<file path="src/design/hrlp_pkg.sv">
// types, constants and the per-byte classifier of the request line parser
// used by hrlp_out_fifo and http_request_line_parser; depends on nothing
`timescale 1ns / 1ps
`default_nettype none
package hrlp_pkg;

   localparam int COUNT_WIDTH  = 16;
   localparam int LEN_WIDTH    = 16;
   localparam int DIGIT_WIDTH  = 4;
   localparam int VLEN_WIDTH   = 4;
   localparam int FIFO_PTR_W   = 2;
   localparam int FIFO_DEPTH   = 1 << FIFO_PTR_W;
   localparam int FIFO_CNT_W   = FIFO_PTR_W + 1;
   localparam int CSR_ADDR_W   = 4;
   localparam int CSR_DATA_W   = 32;

   typedef logic [COUNT_WIDTH-1:0] count_type;
   typedef logic [LEN_WIDTH-1:0]   len_type;
   typedef logic [DIGIT_WIDTH-1:0] digit_type;
   typedef logic [VLEN_WIDTH-1:0]  vlen_type;

   localparam len_type  LEN_MAX     = '1;
   localparam vlen_type VLEN_MAX    = '1;
   localparam vlen_type VERSION_LEN = vlen_type'(8);

   localparam logic [7:0] CHAR_SPACE = 8'h20;
   localparam logic [7:0] CHAR_CR    = 8'h0D;
   localparam logic [7:0] CHAR_LF    = 8'h0A;
   localparam logic [7:0] CHAR_A     = 8'h41;
   localparam logic [7:0] CHAR_Z     = 8'h5A;
   localparam logic [7:0] CHAR_QMARK = 8'h3F;
   localparam logic [7:0] CHAR_SLASH = 8'h2F;
   localparam logic [7:0] CHAR_DOT   = 8'h2E;
   localparam logic [7:0] CHAR_0     = 8'h30;
   localparam logic [7:0] CHAR_9     = 8'h39;
   localparam logic [7:0] CHAR_H     = 8'h48;
   localparam logic [7:0] CHAR_T     = 8'h54;
   localparam logic [7:0] CHAR_P     = 8'h50;

   typedef enum logic [1:0] {
      CSR_MAJOR     = 2'd0,
      CSR_CUR_MINOR = 2'd1,
      CSR_LEG_MINOR = 2'd2
   } csr_index_type;

   typedef enum logic [2:0] {
      ROLE_METHOD  = 3'd0,
      ROLE_SPACE   = 3'd1,
      ROLE_PATH    = 3'd2,
      ROLE_QMARK   = 3'd3,
      ROLE_QUERY   = 3'd4,
      ROLE_VERSION = 3'd5,
      ROLE_END     = 3'd6
   } role_type;

   typedef enum logic [1:0] {
      ST_PROGRESS    = 2'd0,
      ST_OK          = 2'd1,
      ST_BAD         = 2'd2,
      ST_UNSUPPORTED = 2'd3
   } status_type;

   typedef enum logic [1:0] {
      PH_METHOD  = 2'd0,
      PH_TARGET  = 2'd1,
      PH_VERSION = 2'd2
   } phase_type;

   typedef struct packed {
      phase_type phase;
      logic      empty;
      logic      query;
      logic      bad;
      vlen_type  vlen;
      logic      shape_ok;
      digit_type major;
      digit_type minor;
   } parse_state_type;

   localparam parse_state_type PARSE_RESET = '{
      phase: PH_METHOD, empty: 1'b1, query: 1'b0, bad: 1'b0, vlen: '0,
      shape_ok: 1'b1, major: '0, minor: '0};

   typedef struct packed {
      parse_state_type st;
      role_type        role;
   } step_type;

   typedef struct packed {
      logic       last;
      len_type    length;
      status_type status;
      logic       done;
      role_type   role;
      logic [7:0] data;
   } rsp_item_type;

   typedef struct packed {
      logic         valid0;
      logic         valid1;
      rsp_item_type item0;
      rsp_item_type item1;
   } fifo_push_type;

   function automatic logic is_digit(input logic [7:0] c);
      return (c >= CHAR_0) && (c <= CHAR_9);
   endfunction

   function automatic logic [7:0] prefix_char(input vlen_type pos);
      logic [7:0] ch;
      case (pos)
         vlen_type'(0): ch = CHAR_H;
         vlen_type'(1): ch = CHAR_T;
         vlen_type'(2): ch = CHAR_T;
         vlen_type'(3): ch = CHAR_P;
         default:       ch = CHAR_SLASH;
      endcase
      return ch;
   endfunction

   function automatic count_type count_sat(input count_type c);
      return (c != '1) ? count_type'(c + 1'b1) : c;
   endfunction

   function automatic len_type clamp_length(input count_type c);
      return (c > count_type'(LEN_MAX)) ? LEN_MAX : len_type'(c);
   endfunction

   // tag one field byte and update the parse flags
   function automatic step_type field_step(input parse_state_type s, input logic [7:0] c);
      step_type   r;
      logic [7:0] d;
      r = '{st: s, role: ROLE_VERSION};
      d = c - CHAR_0;
      case (s.phase)
         PH_METHOD: begin
            if (c == CHAR_SPACE) begin
               r.st.bad   = s.bad | s.empty;
               r.st.phase = PH_TARGET;
               r.st.empty = 1'b1;
               r.role     = ROLE_SPACE;
            end else begin
               if ((c < CHAR_A) || (c > CHAR_Z)) r.st.bad = 1'b1;
               r.st.empty = 1'b0;
               r.role     = ROLE_METHOD;
            end
         end
         PH_TARGET: begin
            if (c == CHAR_SPACE) begin
               r.st.bad   = s.bad | s.empty;
               r.st.phase = PH_VERSION;
               r.st.empty = 1'b1;
               r.role     = ROLE_SPACE;
            end else begin
               if (s.empty && (c != CHAR_SLASH)) r.st.bad = 1'b1;
               r.st.empty = 1'b0;
               if (!s.query && (c == CHAR_QMARK)) begin
                  r.st.query = 1'b1;
                  r.role     = ROLE_QMARK;
               end else begin
                  r.role = s.query ? ROLE_QUERY : ROLE_PATH;
               end
            end
         end
         default: begin
            if (c == CHAR_SPACE) begin
               r.st.bad = 1'b1;
               r.role   = ROLE_SPACE;
            end
            if (s.vlen < vlen_type'(5)) begin
               if (c != prefix_char(s.vlen)) r.st.shape_ok = 1'b0;
            end else if (s.vlen == vlen_type'(5)) begin
               if (is_digit(c)) r.st.major = d[DIGIT_WIDTH-1:0];
               else r.st.shape_ok = 1'b0;
            end else if (s.vlen == vlen_type'(6)) begin
               if (c != CHAR_DOT) r.st.shape_ok = 1'b0;
            end else if (s.vlen == vlen_type'(7)) begin
               if (is_digit(c)) r.st.minor = d[DIGIT_WIDTH-1:0];
               else r.st.shape_ok = 1'b0;
            end else begin
               r.st.shape_ok = 1'b0;
            end
            if (s.vlen != VLEN_MAX) r.st.vlen = vlen_type'(s.vlen + 1'b1);
            r.st.empty = 1'b0;
         end
      endcase
      return r;
   endfunction

   function automatic status_type line_verdict(input parse_state_type s,
                                               input digit_type major_cfg,
                                               input digit_type cur_cfg,
                                               input digit_type leg_cfg);
      status_type v;
      if ((s.phase == PH_METHOD) || (s.phase == PH_TARGET) || s.bad) v = ST_BAD;
      else if ((s.vlen != VERSION_LEN) || !s.shape_ok) v = ST_BAD;
      else if ((s.major == major_cfg) && ((s.minor == cur_cfg) || (s.minor == leg_cfg)))
         v = ST_OK;
      else v = ST_UNSUPPORTED;
      return v;
   endfunction

endpackage
`default_nettype wire

</file>
<file path="src/design/hrlp_out_fifo.sv">
// result queue of the request line parser: up to two items in, and one item out
// per cycle while rd_ready is high; depends on hrlp_pkg
`timescale 1ns / 1ps
`default_nettype none
module hrlp_out_fifo (
   input  wire logic                   clock,
   input  wire logic                   reset,
   input  wire hrlp_pkg::fifo_push_type push,
   output logic                        free_two,
   output logic                        rd_valid,
   input  wire logic                   rd_ready,
   output hrlp_pkg::rsp_item_type      rd_item
);
   import hrlp_pkg::*;

   rsp_item_type            mem [FIFO_DEPTH];
   logic [FIFO_PTR_W-1:0]   wr_ptr_ff, wr_ptr_in;
   logic [FIFO_PTR_W-1:0]   rd_ptr_ff, rd_ptr_in;
   logic [FIFO_CNT_W-1:0]   count_ff, count_in;
   logic [FIFO_CNT_W-1:0]   n_wr;
   logic                    pop;

   always_comb begin
      n_wr      = FIFO_CNT_W'(push.valid0) + FIFO_CNT_W'(push.valid1);
      pop       = rd_valid & rd_ready;
      count_in  = count_ff + n_wr - FIFO_CNT_W'(pop);
      wr_ptr_in = wr_ptr_ff + n_wr[FIFO_PTR_W-1:0];
      rd_ptr_in = rd_ptr_ff + FIFO_PTR_W'(pop);
   end

   assign rd_valid = (count_ff != '0);
   assign free_two = (count_ff <= FIFO_CNT_W'(FIFO_DEPTH - 2));
   assign rd_item  = mem[rd_ptr_ff];

   always_ff @(posedge clock) begin
      if (reset) begin
         wr_ptr_ff <= '0;
         rd_ptr_ff <= '0;
         count_ff  <= '0;
      end else begin
         wr_ptr_ff <= wr_ptr_in;
         rd_ptr_ff <= rd_ptr_in;
         count_ff  <= count_in;
      end
   end

   always_ff @(posedge clock) begin
      if (push.valid0) mem[wr_ptr_ff] <= push.item0;
      if (push.valid1) mem[FIFO_PTR_W'(wr_ptr_ff + 1'b1)] <= push.item1;
   end

endmodule
`default_nettype wire

</file>
<file path="src/design/http_request_line_parser.sv">
// top level of the request line parser: byte tagging, line verdict, csr port
// depends on hrlp_pkg and hrlp_out_fifo
//
//  channel  direction  handshake               payload
//  req      in         req_tvalid/req_tready   tdata: data_byte
//  rsp      out        rsp_tvalid/rsp_tready   tdata, tuser, tlast (see ports)
//  csr      in         psel/penable, pready=1  three 4-bit digit registers
//
// one byte is taken per cycle while req_tready is high and parsed in the cycle it is accepted;
// its items land in a four-entry result queue and leave one per cycle while rsp_tready is high.
// a byte other than CR or LF that follows a held CR makes two items; req_tready drops while the
// queue has fewer than two free entries, so output bandwidth sets the rate then.
// synchronous reset clears the parse state and the queue and loads the registers with 1, 1, 0.
`timescale 1ns / 1ps
`default_nettype none
module http_request_line_parser (
   input  wire logic                             clock,
   input  wire logic                             reset,
   input  wire logic                             req_tvalid,
   output logic                                  req_tready,
   input  wire logic [7:0]                       req_tdata,  // [7:0] data_byte
   output logic                                  rsp_tvalid,
   input  wire logic                             rsp_tready,
   output logic [31:0]                           rsp_tdata,  // [7:0] out_byte, [9:8] line_status,
                                                             // [25:10] line_length, rest zero
   output logic [3:0]                            rsp_tuser,  // [2:0] byte_role, [3] line_done
   output logic                                  rsp_tlast,  // last_of_run
   input  wire logic                             csr_psel,
   input  wire logic                             csr_penable,
   input  wire logic                             csr_pwrite,
   input  wire logic [hrlp_pkg::CSR_ADDR_W-1:0]  csr_paddr,
   input  wire logic [hrlp_pkg::CSR_DATA_W-1:0]  csr_pwdata,
   output logic [hrlp_pkg::CSR_DATA_W-1:0]       csr_prdata,
   output logic                                  csr_pready
);
   import hrlp_pkg::*;

   digit_type       major_cfg_ff, cur_cfg_ff, leg_cfg_ff;
   parse_state_type pst_ff, pst_in;
   logic            cr_held_ff, cr_held_in;
   count_type       count_ff, count_in;
   fifo_push_type   push;
   step_type        r1, r2;
   rsp_item_type    rsp_item;
   logic            accept;
   logic            csr_wr;
   csr_index_type   csr_idx;

   // csr port
   assign csr_pready = 1'b1;
   assign csr_wr     = csr_psel & csr_penable & csr_pwrite & csr_pready;
   assign csr_idx    = csr_index_type'(csr_paddr[3:2]);

   always_comb begin
      case (csr_idx)
         CSR_MAJOR:     csr_prdata = CSR_DATA_W'(major_cfg_ff);
         CSR_CUR_MINOR: csr_prdata = CSR_DATA_W'(cur_cfg_ff);
         CSR_LEG_MINOR: csr_prdata = CSR_DATA_W'(leg_cfg_ff);
         default:       csr_prdata = '0;
      endcase
   end

   always_ff @(posedge clock) begin
      if (reset) begin
         major_cfg_ff <= digit_type'(1);
         cur_cfg_ff   <= digit_type'(1);
         leg_cfg_ff   <= digit_type'(0);
      end else if (csr_wr) begin
         case (csr_idx)
            CSR_MAJOR:     major_cfg_ff <= csr_pwdata[DIGIT_WIDTH-1:0];
            CSR_CUR_MINOR: cur_cfg_ff   <= csr_pwdata[DIGIT_WIDTH-1:0];
            CSR_LEG_MINOR: leg_cfg_ff   <= csr_pwdata[DIGIT_WIDTH-1:0];
            default: ;
         endcase
      end
   end

   // per-byte parse
   assign accept = req_tvalid & req_tready;

   always_comb begin
      pst_in     = pst_ff;
      cr_held_in = cr_held_ff;
      count_in   = count_ff;
      push       = '0;
      r1         = field_step(pst_ff, CHAR_CR);
      r2         = field_step(cr_held_ff ? r1.st : pst_ff, req_tdata);
      if (accept) begin
         if (cr_held_ff && (req_tdata == CHAR_LF)) begin
            count_in           = count_sat(count_ff);
            push.valid0        = 1'b1;
            push.item0.data    = req_tdata;
            push.item0.role    = ROLE_END;
            push.item0.done    = 1'b1;
            push.item0.status  = line_verdict(pst_ff, major_cfg_ff, cur_cfg_ff, leg_cfg_ff);
            push.item0.length  = clamp_length(count_in);
            push.item0.last    = 1'b1;
            pst_in             = PARSE_RESET;
            cr_held_in         = 1'b0;
            count_in           = '0;
         end else begin
            count_in = count_sat(count_ff);
            if (cr_held_ff) begin
               // released cr goes out first as field data
               push.valid0       = 1'b1;
               push.item0.data   = CHAR_CR;
               push.item0.role   = r1.role;
               push.item0.status = ST_PROGRESS;
               push.item0.last   = (req_tdata == CHAR_CR);
               pst_in            = r1.st;
               if (req_tdata != CHAR_CR) begin
                  push.valid1       = 1'b1;
                  push.item1.data   = req_tdata;
                  push.item1.role   = r2.role;
                  push.item1.status = ST_PROGRESS;
                  push.item1.last   = 1'b1;
                  pst_in            = r2.st;
                  cr_held_in        = 1'b0;
               end
            end else if (req_tdata == CHAR_CR) begin
               cr_held_in = 1'b1;
            end else begin
               push.valid0       = 1'b1;
               push.item0.data   = req_tdata;
               push.item0.role   = r2.role;
               push.item0.status = ST_PROGRESS;
               push.item0.last   = 1'b1;
               pst_in            = r2.st;
            end
         end
      end
   end

   always_ff @(posedge clock) begin
      if (reset) begin
         pst_ff     <= PARSE_RESET;
         cr_held_ff <= 1'b0;
         count_ff   <= '0;
      end else begin
         pst_ff     <= pst_in;
         cr_held_ff <= cr_held_in;
         count_ff   <= count_in;
      end
   end

   hrlp_out_fifo u_out_fifo (
      .clock    (clock),
      .reset    (reset),
      .push     (push),
      .free_two (req_tready),
      .rd_valid (rsp_tvalid),
      .rd_ready (rsp_tready),
      .rd_item  (rsp_item)
   );

   assign rsp_tdata = {6'd0, rsp_item.length, rsp_item.status, rsp_item.data};
   assign rsp_tuser = {rsp_item.done, rsp_item.role};
   assign rsp_tlast = rsp_item.last;

endmodule
`default_nettype wire

</file>
<file path="config.mk">
export PLATFORM = sky130hd
export DESIGN_NAME = http_request_line_parser
export DESIGN_NICKNAME = d
export VERILOG_FILES = /design/src/design/hrlp_pkg.sv /design/src/design/hrlp_out_fifo.sv /design/src/design/http_request_line_parser.sv
export SDC_FILE = /design/constraint.sdc
export NUM_CORES = 1
export LEC_CHECK = 0
export CAP_MARGIN = 25
export CELL_PAD_IN_SITES_DETAIL_PLACEMENT = 0
export CELL_PAD_IN_SITES_GLOBAL_PLACEMENT = 1
export CORE_MARGIN = 1
export CORE_UTILIZATION = 45
export CTS_CLUSTER_DIAMETER = 150
export DETAILED_ROUTE_END_ITERATION = 12
export DONT_BUFFER_PORTS = 1
export PLACE_DENSITY = 0.88
export SYNTH_ARGS = -nofsm -noshare
export SYNTH_HDL_FRONTEND = slang
export SYNTH_SLANG_ARGS = --single-unit
export TNS_END_PERCENT = 30
</file>
<file path="constraint.sdc">
create_clock -name clock -period 3.2 [get_ports clock]
set_clock_uncertainty 0.2 [all_clocks]
set_input_delay 0.32 -clock clock [delete_from_list [all_inputs] [get_ports clock]]
set_output_delay 0.32 -clock clock [all_outputs]
set_load 0.01 [all_outputs]
</file>
==> results.toml, run 1 <==
[outcome]
status = "finished, final reports clean"

[yosys]
yosys_register_bits = 178
synth_ff_type = "dfxtp_1"
ys_async_sr_fraction = 0
synth_cell_type_count = 79
synth.area.top_cells = "dfxtp_1 28%, edfxtp_1 16%, mux4_2 7.6%"
syn_inst = 949
ys_seq_area_frac = 0.439
syn_area_per_cell_um2 = 9.71
synth_top_area_cell = "dfxtp_1"
yosysWarnings = 0
synth_edf_count = 48
yosysTopAreaCellShare = 0.282
netlist_area_um2 = 9220

[sta]
setup_tns_ns = 0
period_share = 0.945
drv_slew = 0
layout_min_cycle_time_ns = 3.02
slew-limit-headroom = 0.467
tightest_slew_ns = 0.788
hold_viol = 0
fmax_mhz = 331
rsz0062_at_grt = "no"
setup_viol = 0

[clock_tree]
clk_pin_slew_worst_paths_ns = 0.08
clock-root-buffer = "clkbuf_16"
cts_num_sinks = 178
tritoncts = "done"
htreeDepth = 4
clock_path_buffers = 2
clock_latency_ns = 0.44
cts_buffers = 17

[die]
die_h_um = 145
ios = 123
die-area_um2 = 21100
num_rows = 51
die_x_um = 145
core-area_um2 = 19800
start_util = 0.466

[finish]
num_antenna_cells = 0
layout.nets = 1042
finalNonFillerCells = 1251
area_delta_synth_final_pct = 12.3
drive_above_1_share = 0.131

[setup_path]
startpoint_type = "register"
criticalPathCategory = "register to register"
endpoint_kind = "register"
arrival_ns = 3.14
cp_max_fo = 5
required_ns = 3.32

[placement]
place_hpwl_mm = 16.3
place_congestion = 0.847
port_buffers = 0
dp_cells = 1196

[global_route]
antenna_found_initial = 0
grt_pass1_vias = 7048
grt_pass1_wl_mm = 38.2
grt_max_degree = 43
overflow = 0
grtUsageTotal = 0.228

[detailed_routing]
first_pass_iters = 4
vias = 7257
detail_route.iter0.violations = 565
routed_wl_mm = 23.4
via_per_inst = 5.80
wire_per_inst_um = 18.7
drc_errors = 0
antenna_left = 0

[power_and_ir_drop]
p_per_area_nw_per_um2 = 581
p_leak_uw = 0.00370
p_total_uw = 6010
vdd_drop_max_mv = 0.368

[min_path]
worstHoldPathType = "primary input to register"

[flow_run]
drv_cap = 0
## worst paths after layout
kind | startpoint | end | slack, ns | cells past startpoint
worst max-delay path | pst_ff[9] | pst_ff[8] | 0.18 | 11
worst min-delay path | csr_paddr[2] | leg_cfg_ff[2] | 0.01 | 3
worst max register to register | pst_ff[9] | pst_ff[8] | 0.18 | 11
worst min register to register | u_out_fifo.mem[1][11] | u_out_fifo.mem[1][11] | 0.24 | 2
## layout by cell type, fill, tap and decap left out, types with 5 or more instances in the layout
master,Yosys,layout
mux4_2,31,31
dfxtp_1,130,129
a31oi_1,5,5
nand4_1,8,8
edfxtp_1,48,48
clkbuf_16,0,19
or3_1,5,5
xnor2_1,17,16
nand3_1,30,30
a22o_1,25,25
nor2_1,56,55
o21ai_0,81,79
o21ai_1,12,13
nor3_1,11,11
clkinv_8,0,5
and2_1,30,30
dlygate4sd3_1,0,22
xor2_1,12,12
nand2_1,128,128
ha_1,17,17
nand2b_1,5,5
mux2i_1,15,15
inv_8,0,5
inv_1,17,17
o22ai_1,27,27
nor4_1,7,7
a21oi_1,38,38
nor2b_1,9,9
a21o_1,5,5
and3_1,5,5
conb_1,2,35
buf_4,35,37
## Yosys cell counts (9+ instances only)
cell / n
nor2b_1: 9
o22ai_1: 27
a22o_1: 25
edfxtp_1: 48
mux4_2: 31
o21ai_0: 81
dfxtp_1: 130
clkbuf_1: 30
and2_1: 30
ha_1: 17
mux2i_1: 15
nor3_1: 11
nand2_1: 128
nor2_1: 56
buf_1: 9
xnor2_1: 17
inv_1: 17
o21ai_1: 12
xor2_1: 12
buf_4: 35
a21oi_1: 38
nand3_1: 30
## worst max-delay path: stages (launching register included)
cell and delay [ns]:
dfxtp_1 0.35, ha_1 0.22, and3_1 0.21, nor2_2 0.17, xnor2_1 0.20, inv_1 0.13, ha_1 0.25, or3_1 0.37
o21ai_1 0.18, mux2i_1 0.21, nor3_1 0.07, a311o_1 0.34
## final cells by class
class	instances	area, um2
fillers	1775	9430
well taps	265	332
flip-flops and latches	178	4050
clock buffers	19	475
repair buffers	61	538
inverters	21	78.8
multi-input cells	694	4720
clock inverters	13	171
## cells by family (layout without fill, tap and decap cells)
logic type | count (synthesis) | after routing | share of synthesized area
buffers and inverters | 110 | 114 | 0.0658
other | 2 | 35 | 0.000815
and+or+nand+nor | 322 | 322 | 0.176
adders and majority gates | 18 | 18 | 0.0252
DFF | 178 | 178 | 0.439
muxes | 48 | 48 | 0.0945
AOI/OAI and AO/OA | 242 | 242 | 0.172
xor gates and xnor gates | 29 | 29 | 0.0276
## sequential cells by signal (all words and copies together), names as in the netlist
| signal | count |
|---|---|
| u_out_fifo.count_ff | 3 |
| cr_held_ff | 1 |
| leg_cfg_ff | 4 |
| u_out_fifo.rd_ptr_ff | 2 |
| cur_cfg_ff | 4 |
| pst_ff | 18 |
| major_cfg_ff | 4 |
| u_out_fifo.wr_ptr_ff | 2 |
| count_ff | 16 |
| u_out_fifo.mem | 124 |
## per-layer routing
| metal | vias up | part of all wire | global-route usage | wire [um] |
|---|---|---|---|---|
| met5 | - | 0 | 0 | 0 |
| li1 | 3461 | - | - | - |
| met3 | 29 | 0.062 | 0.0409 | 1450 |
| met4 | 0 | 0.014 | 0.0637 | 339 |
| met2 | 267 | 0.49 | 0.386 | 11500 |
| met1 | 3500 | 0.43 | 0.298 | 10100 |
## power breakdown
group          switching [uW]  internal, uW  total, uW
Combinational             748           497       1240
Sequential                119          2440       2550
Clock                    1050          1160       2210
Total                    1920          4090       6010
## timing repair
| action | in CTS | in global routing |
|---|---|---|
| endpoints found under the setup margin | 0 | 9 |
| hold buffers | 23 | 0 |
| setup buffers | 0 | 0 |
| gates resized for setup | 0 | 4 |
| endpoints found under the hold margin | 72 | 0 |
## per-stage QoR
step                instance area (um2)  utilization  worst slack (ns)  hold slack, ns
floorplan                          9370            -            0.0126           0.218
global placement                   9460        0.478             0.123           0.195
detailed placement                 9460        0.478            0.0563           0.196
CTS                               10300        0.523            0.0365         0.00963
global route                      10400        0.524            0.0297          0.0343
finish                            10400        0.524             0.177          0.0131
Power figures use the tool's default switching activity.
==> inputs of run 2 (changes only) <==
--- a/config.mk
+++ b/config.mk
@@ -10,10 +10,12 @@
 export CELL_PAD_IN_SITES_GLOBAL_PLACEMENT = 1
 export CORE_MARGIN = 1
 export CORE_UTILIZATION = 45
+export CTS_BUF_LIST = sky130_fd_sc_hd__clkbuf_16
 export CTS_CLUSTER_DIAMETER = 150
 export DETAILED_ROUTE_END_ITERATION = 12
 export DONT_BUFFER_PORTS = 1
-export PLACE_DENSITY = 0.88
+export GPL_ROUTABILITY_DRIVEN = 0
+export PLACE_DENSITY = 0.85
 export SYNTH_ARGS = -nofsm -noshare
 export SYNTH_HDL_FRONTEND = slang
 export SYNTH_SLANG_ARGS = --single-unit
==> constraint.sdc (replaced) <==
create_clock -name clock -period 3.11 [get_ports clock]
set_clock_uncertainty 0.2 [all_clocks]
set_input_delay 0.311 -clock clock [delete_from_list [all_inputs] [get_ports clock]]
set_output_delay 0.311 -clock clock [all_outputs]
set_load 0.01 [all_outputs]
==> run 2 against run 1 <==
Routed wire length fell by 2.8%. First-iteration DRC count grew 1.1%. Total power is 1.1% higher. Via count is 0.83% lower. Die area unchanged. Final cell count rose by 0.24%. Worst hold slack worse by 0.0075 ns. Utilization barely moved. Largest cell class unchanged.
==> results.toml, run 2 (same netlist as run 1, synthesis figures left out) <==
[outcome]
status = "finished, final reports clean"

[sta]
setup_viol = 0
tightest_slew_ns = 0.764
period_share = 0.931
setup_tns_ns = 0
hold_viol = 0
drv_slew = 0
setup_ws_ns = 0.214
fmax_mhz = 345
slew-limit-headroom = 0.487
layout_min_cycle_time_ns = 2.90
rsz0062_at_grt = "no"

[detailed_routing]
routed_wl_mm = 22.8
detail_route.iter0.violations = 571
via_per_inst = 5.74
highest_layer = "met4"
drc_errors = 0
wire_per_inst_um = 18.2
antenna_left = 0
route.met3.wl_mm = 1.35
first_pass_iters = 5
vias = 7197
route.met2.wl_mm = 11.1
met1Wirelength_mm = 10.1

[die]
die_x_um = 145
num_rows = 51
ios = 123
start_util = 0.466
die-area_um2 = 21100
core-area_um2 = 19800
die_h_um = 145

[placement]
place_hpwl_mm = 15.8
postPlaceCellArea_um2 = 9540
pre_cts_ws_ns = 0.0958
port_buffers = 0

[power_and_ir_drop]
vdd_drop_max_mv = 0.384
p_total_uw = 6080
p_leak_uw = 0.00370
p_per_area_nw_per_um2 = 587

[setup_path]
max_stage_delay_ns = 0.39
cp_max_fo = 5
arrival_ns = 3.03
path_cells = "ha_1 -> and3_1 -> nor2_2 -> xnor2_2 -> inv_1 -> ha_1 -> or3_1 -> o21ai_2 -> mux2i_1 -> nor3_1 -> a311o_1"
crit_buf_inv = 1
startpoint_type = "register"
criticalPathCategory = "register to register"
reg2reg_depth = 11
crit_cells = 11
cp_slowest_cell = "or3_1"
cp_top_family = "simple AND/OR/NAND/NOR gates"
cp_common_cell = "ha_1"
endpoint_kind = "register"
required_ns = 3.24

[global_route]
grt_max_degree = 43
grtUsageTotal = 0.220
grt_pass1_wl_mm = 36.8
antenna_found_initial = 1
overflow = 0
grt_pass1_vias = 6918

[clock_tree]
cts_buffers = 17
cts_num_sinks = 178
clk_pin_slew_worst_paths_ns = 0.08
clock-root-buffer = "clkbuf_16"
tritoncts = "done"
htreeDepth = 4
clock_latency_ns = 0.44
clock_path_buffers = 2

[finish]
area_delta_synth_final_pct = 12.4
largest_reg_flops = 124
top_register = "u_out_fifo.mem"
final_common_cell = "dfxtp_1"
top_regs = "u_out_fifo.mem: 124 flops, pst_ff: 18 flops, count_ff: 16 flops"
fin_area_um2 = 10400
drive_above_1_share = 0.140
final_cell_mix = "129 x dfxtp_1, 128 x nand2_1, 79 x o21ai_0"
layout.nets = 1044

[min_path]
hold_depth = 3
worstHoldPathType = "primary input to register"

[flow_run]
drv_cap = 0
run 2: changes by cell type in the layout (fill, tap and decap cells not counted), moves of 2 or more:
cell | previous run | this run
dlygate4sd3_1 | 22 | 19
ha_4 | 0 | 2
buf_4 | 37 | 41
inv_2 | 3 | 5
clkinv_8 | 5 | 2
clkbuf_16 | 19 | 17
ha_1 | 17 | 15
run 2: path summary, 6_finish.rpt:
kind | start | end | slack, ns
setup / recovery | pst_ff[9] | pst_ff[8] | 0.21
hold / removal | csr_paddr[2] | leg_cfg_ff[0] | 0.006
hold reg to reg | u_out_fifo.mem[3][11] | u_out_fifo.mem[3][11] | 0.24
setup reg to reg | pst_ff[9] | pst_ff[8] | 0.21
run 2: per-layer routing:
layer | vias to the layer above | global-route usage
li1 | 3457 | -
met1 | 3499 | 0.287
met2 | 220 | 0.368
met3 | 21 | 0.0472
met4 | 0 | 0.0605
met5 | - | 0
run 2: power breakdown:
group | total [uW] | internal [uW] | leakage [uW] | switching [uW]
sequential | 2620 | 2510 | 0.00150 | 116
clock | 2160 | 1150 | 0.000291 | 1010
combinational | 1300 | 533 | 0.00191 | 765
total | 6080 | 4180 | 0.00370 | 1890
run 2: per-stage QoR:
step / cells / util / hold WS, ns
after floorplan: 982 / - / 0.218
after global placement: 1201 / 0.482 / 0.184
after detailed placement: 1201 / 0.482 / 0.185
after CTS: 1253 / 0.523 / 0.000613
after global routing: 1254 / 0.524 / 0.0194
final: 1254 / 0.524 / 0.00562
run 2: final cells by class:
cell class | count | area (um2)
Fill cell | 1811 | 9420
Multi-Input combinational cell | 694 | 4750
Sequential cell | 178 | 4050
Timing Repair Buffer | 63 | 558
Clock buffer | 17 | 425
Tap cell | 265 | 332
Clock inverter | 15 | 169
Inverter | 21 | 78.8
Antenna cell | 1 | 2.50
run 2: worst min-delay path, cell delays in order:
cell and delay (ns):
nor3b_1 0.09, mux2i_1 0.14, nor2_1 0.07
run 2: what timing repair did:
item,CTS,global route
setup endpoints to repair,0,6
endpoints found under the hold margin,73,0
hold buffers,20,0
resized for setup,0,5
buffers inserted,0,0
